[src/rtl/core/cnv_pkg.sv]
`timescale 1ns / 1ps

package cnv_pkg;

    // default configuration
    localparam int DEF_MAX_LEN     = 1024;
    localparam int DEF_SAMPLE_BITS = 16;

    // fixed field widths
    localparam int ACT_W     = 2;
    localparam int IDX_W     = 10;
    localparam int LEN_W     = 11;
    localparam int OUT_W     = 32;
    localparam int STAT_W    = 2;
    localparam int FRAC_BITS = 15;

    typedef enum logic [ACT_W-1:0] {
        ACT_APPEND_FIRST  = 2'd0,
        ACT_APPEND_SECOND = 2'd1,
        ACT_QUERY         = 2'd2,
        ACT_CLEAR         = 2'd3
    } t_action;

    typedef enum logic [STAT_W-1:0] {
        ST_OK    = 2'd0,
        ST_EMPTY = 2'd1,
        ST_RANGE = 2'd2,
        ST_FULL  = 2'd3
    } t_status;

    // control from the sequencer to the multiply-accumulate unit
    typedef struct packed {
        logic clear;
        logic valid;
    } t_mac_ctl;

endpackage

[src/rtl/core/cnv_mac.sv]
`timescale 1ns / 1ps

module cnv_mac
    import cnv_pkg::*;
#(
    parameter int SAMPLE_BITS = DEF_SAMPLE_BITS,
    parameter int CNT_W       = 11
) (
    input  logic                          i_clk,
    input  logic                          i_rst_n,
    input  t_mac_ctl                      i_ctl,
    input  logic signed [SAMPLE_BITS-1:0] i_h,
    input  logic signed [SAMPLE_BITS-1:0] i_x,
    output logic                          o_pending,
    output logic signed [OUT_W-1:0]       o_value
);

    localparam int PW    = 2 * SAMPLE_BITS;
    localparam int ACC_W = PW + CNT_W;
    localparam int SAT_W = (ACC_W > 47) ? ACC_W : 48;

    localparam logic signed [SAT_W-1:0] MAX_V = SAT_W'(signed'(33'h0_7FFF_FFFF));
    localparam logic signed [SAT_W-1:0] MIN_V = SAT_W'(signed'(33'h1_8000_0000));

    logic signed [PW-1:0]    r_prod;
    logic                    r_pv;
    logic signed [ACC_W-1:0] r_acc;
    logic signed [SAT_W-1:0] acc_ext;
    logic signed [SAT_W-1:0] acc_sh;

    // product register, then accumulate
    always_ff @(posedge i_clk) begin
        if (!i_rst_n) begin
            r_pv  <= 1'b0;
            r_acc <= '0;
        end else if (i_ctl.clear) begin
            r_pv  <= 1'b0;
            r_acc <= '0;
        end else begin
            r_pv <= i_ctl.valid;
            if (r_pv) begin
                r_acc <= r_acc + ACC_W'(r_prod);
            end
        end
    end

    always_ff @(posedge i_clk) begin
        r_prod <= i_h * i_x;
    end

    // floor shift the q13.30 sum (default widths) by FRAC_BITS and clamp to 32 bits
    assign acc_ext = SAT_W'(r_acc);
    assign acc_sh  = acc_ext >>> FRAC_BITS;

    always_comb begin
        if (acc_sh > MAX_V) begin
            o_value = MAX_V[OUT_W-1:0];
        end else if (acc_sh < MIN_V) begin
            o_value = MIN_V[OUT_W-1:0];
        end else begin
            o_value = acc_sh[OUT_W-1:0];
        end
    end

    assign o_pending = r_pv;

endmodule

[config.mk]
export PLATFORM = sky130hd
export DESIGN_NAME = cnv_mac
export DESIGN_NICKNAME = d
export VERILOG_FILES = /design/src/rtl/core/cnv_pkg.sv /design/src/rtl/core/cnv_mac.sv
export SDC_FILE = /design/constraint.sdc
export NUM_CORES = 1
export LEC_CHECK = 0
export BUFFER_PORTS_ARGS = -buffer_cell sky130_fd_sc_hd__buf_2
export CELL_PAD_IN_SITES_DETAIL_PLACEMENT = 1
export CELL_PAD_IN_SITES_GLOBAL_PLACEMENT = 1
export CORE_ASPECT_RATIO = 1.4
export CORE_UTILIZATION = 50
export CTS_CLUSTER_SIZE = 25
export DETAILED_ROUTE_END_ITERATION = 7
export PLACE_DENSITY_LB_ADDON = 0.1
export REMOVE_ABC_BUFFERS = 1
export SLEW_MARGIN = 20
export SYNTH_ARGS = -nofsm -noshare
export SYNTH_HDL_FRONTEND = slang
export SYNTH_SLANG_ARGS = --single-unit
[constraint.sdc]
create_clock -name i_clk -period 10.85 [get_ports i_clk]
set_input_delay 0.5425 -clock i_clk [delete_from_list [all_inputs] [get_ports i_clk]]
set_output_delay 0.5425 -clock i_clk [all_outputs]
set_load 0.005 [all_outputs]
==> impl_metrics.csv <==
group,metric,value,unit
critical_path,critPathTopFamily,"adder cells",
critical_path,critPathLaunch,"i_h[10]",
logic_synthesis,avgSynthCellArea,8.86,um2
critical_path,cp_slowest_cell,"fa_1",
cells_and_area,areaGrowthSynthToFinish,4.67,%
floorplan,chipHeight,205,um
drt,drcViolationCount,0,
logic_synthesis,yosys.cell_types.count,72,
sta,setup_tns,0,ps
clock_tree,clockRootBuffer,"clkbuf_16",
placement,place_hpwl,31.0,mm
drt,wl_per_cell,17.8,um
sta,fmax,160,MHz
critical_path,end_kind,"flip-flop",
critical_path,regToRegEndpoint,"r_acc[40]",
critical_path,reg2regPathDepth,12,
logic_synthesis,synth-seq-area-share,10.3,%
critical_path,crit_chain,"buf_2 -> nand2_1 -> fa_1 -> inv_1 -> fa_1 -> fa_1 -> fa_1 -> fa_1 -> inv_1 -> fa_1 -> inv_1 -> ha_1 -> a21o_1 -> a21o_1 -> a2111oi_2 -> o21ai_1 -> or3_4 -> a31oi_4 -> nor3_2 -> nor4_1 -> nand3b_1",
global_route,grt_max_degree,49,
logic_synthesis,syn_inst,1662,
placement,gp_congestion,0.832,
sta,min_period,6260,ps
drt,drt-vias-per-instance,5.38,
cells_and_area,multi_input_area,0.0115,mm2
cells_and_area,antennaDiodeCount,0,
clock_tree,clk_latency,350,ps
global_route,grt_pass1_wl,61.6,mm
logic_synthesis,syn_area,0.0147,mm2
min_path,holdCritStartpoint,"i_ctl[0]",
global_route,antenna_found_initial,0,
clock_tree,cts_sinks,76,
cells_and_area,final_area,0.0154,mm2
logic_synthesis,yosysWarnings,0,
critical_path,path_class,"input port to flip-flop",
floorplan,start_util,50.6,%
min_path,hold_depth,2,
clock_tree,ctsHoldBuffers,0,
sta,slew_headroom,53.9,%
clock_tree,htree_levels,3,
critical_path,critPathMostFrequentCell,"fa_1",
sta,worst_slew_pin_slew,689,ps
critical_path,cp_max_fo,16,
global_route,grt_overflow_total,0,
sta,finalSetupViolations,0,
placement,place_area,0.0151,mm2
critical_path,worstPathRequired,11140,ps
logic_synthesis,synth-edff-count,0,
cells_and_area,drive_gt1_share,6.56,%
floorplan,fp.dieW,147,um
logic_synthesis,synth-main-ff-cell,"dfxtp_1",
critical_path,setup.worst_path.start_class,"input port",
min_path,hold_path_end,"o_pending",
drt,antenna_left,0,
sta,skew,8.05,ps
logic_synthesis,synthArstFlopShare,0,%
cells_and_area,n_fill_cell,3481,
critical_path,worstPathArrival,6560,ps
sta,slew_viol_final,0,
critical_path,crit_buf_inv,4,
cells_and_area,nets,2080,
sta,grt_setup_unrepaired,"false",
critical_path,max_stage_delay,600,ps
clock_tree,cts_tree,"done",
floorplan,core_region_area,0.0291,mm2
cells_and_area,seq_area,0.00152,mm2
run_status,status,"finished clean",
critical_path,regToRegSetupSlack,7710,ps
critical_path,rr_startpoint,"r_acc[0]",
logic_synthesis,synth_seq_cells,76,
placement,port_buffers,68,
floorplan,die_area,0.0301,mm2
drt,wirelength,36.4,mm
floorplan,io_pins,69,
clock_tree,clk_pin_slew,60,ps
global_route,grt_usage,25.9,%
global_route,grt_pass1_vias,12500,
flow_run,max_cap_viol_count,0,
drt,vias,11000,
drt,drt-pass1-iter-count,4,
sta,min_period_over_period,57.7,%
clock_tree,cts_buffer_depth,2,
clock_tree,post_cts_buffers,0,
floorplan,rows,74,
sta,hold_viol,0,
clock_tree,cts_made_buffers,9,
min_path,hp-class,"input port to flip-flop",
drt,drt_iter0_drc,306,
clock_tree,ctsResizeCount,0,
-- through the flow --
step	util, %	worst slack [ps]	std cells	hold WS [ps]
2_1_floorplan	-	4910	1576	445
3_3_place_gp	52.0	4300	2026	453
3_5_place_dp	52.0	4170	2026	471
4_1_cts	53.0	4550	2042	385
5_1_grt	53.0	4270	2042	391
6_report	53.0	4590	2042	395
-- sequential cells by signal, summed over array words and instances, names as in the netlist --
name,count
r_prod,32
o_pending,1
r_acc,43
-- how the worst max path moves through the flow --
stage,end,slack [ps],depth (start not counted)
after floorplan,r_prod[28],4910,21
after global placement,r_prod[31],4300,21
after detailed placement,r_prod[31],4170,21
after CTS,r_prod[31],4550,21
after global routing,r_prod[30],4270,23
final,r_prod[30],4590,21
-- synthesized netlist by cell type (17+ instances only) --
master / instances / share of area (%)
o21ai_0: 33 / 1.1
dfxtp_1: 76 / 10
nand3_1: 17 / 0.58
a211oi_1: 17 / 0.87
ha_1: 124 / 11
fa_1: 263 / 36
nand2_1: 169 / 4.3
xor2_1: 18 / 1.1
mux2i_1: 20 / 1.4
nor2_1: 82 / 2.1
buf_4: 31 / 1.6
and2_1: 127 / 5.4
clkbuf_1: 47 / 1.2
a21oi_1: 56 / 1.9
a21o_1: 40 / 2.0
inv_1: 329 / 8.4
xnor2_1: 46 / 2.7
-- logic make-up (layout without fill, tap and decap cells) --
kind of cell               Yosys count  after routing  share of synthesized area, %
AOI/OAI and AO/OA                  239            239                          11.5
xor gates and xnor gates            64             64                          3.81
adders and majority gates          387            387                          46.3
buffers and inverters              416            416                          11.5
DFF                                 76             76                          10.3
muxes                               20             20                          1.36
and+or+nand+nor                    460            460                          15.2
-- cell usage in the layout (no fill, tap or decap), types with 8 or more instances in the layout --
master,n
a21o_1,40
and2_1,127
buf_2,68
o21ai_0,33
a21oi_1,56
inv_1,329
nor3_1,13
a31oi_1,10
fa_1,263
xnor2_1,46
mux2i_1,20
nand2b_1,12
o21a_1,10
clkbuf_16,9
a211oi_1,17
ha_1,124
nand3_1,17
o21ai_1,8
nand2_1,169
nand4_1,9
nor2_1,82
o21bai_1,10
xor2_1,18
dfxtp_1,75
-- routing by layer --
layer	global-route usage (%)	up-vias	part of all wire [%]
li1	-	5131	-
met1	30.8	5628	42
met2	49.0	174	53
met3	2.20	50	2.3
met4	8.06	0	2.4
met5	0	-	0
-- worst register-to-register path, stage by stage (launching register included) --
cell and delay [ps]:
dfxtp_1 330, ha_1 210, inv_1 70, fa_1 380, nand2b_1 210, a211oi_2 350, o211ai_1 230, a211o_1 320
nand3_2 160, o21ai_2 140, o41a_1 400, xor2_1 160, o21ai_1 80
-- area by class of cell --
cell class | count | area share, %
sequential | 76 | 9.88
inverter | 330 | 8.04
multi-input combinational | 1170 | 74.7
clock inverter | 4 | 0.309
clock buffer | 12 | 1.66
tap | 380 | 3.09
timing repair buffer | 70 | 2.31
Power is not shown: default switching activity piles up to over one toggle a cycle in this logic, so the estimate is an artifact.
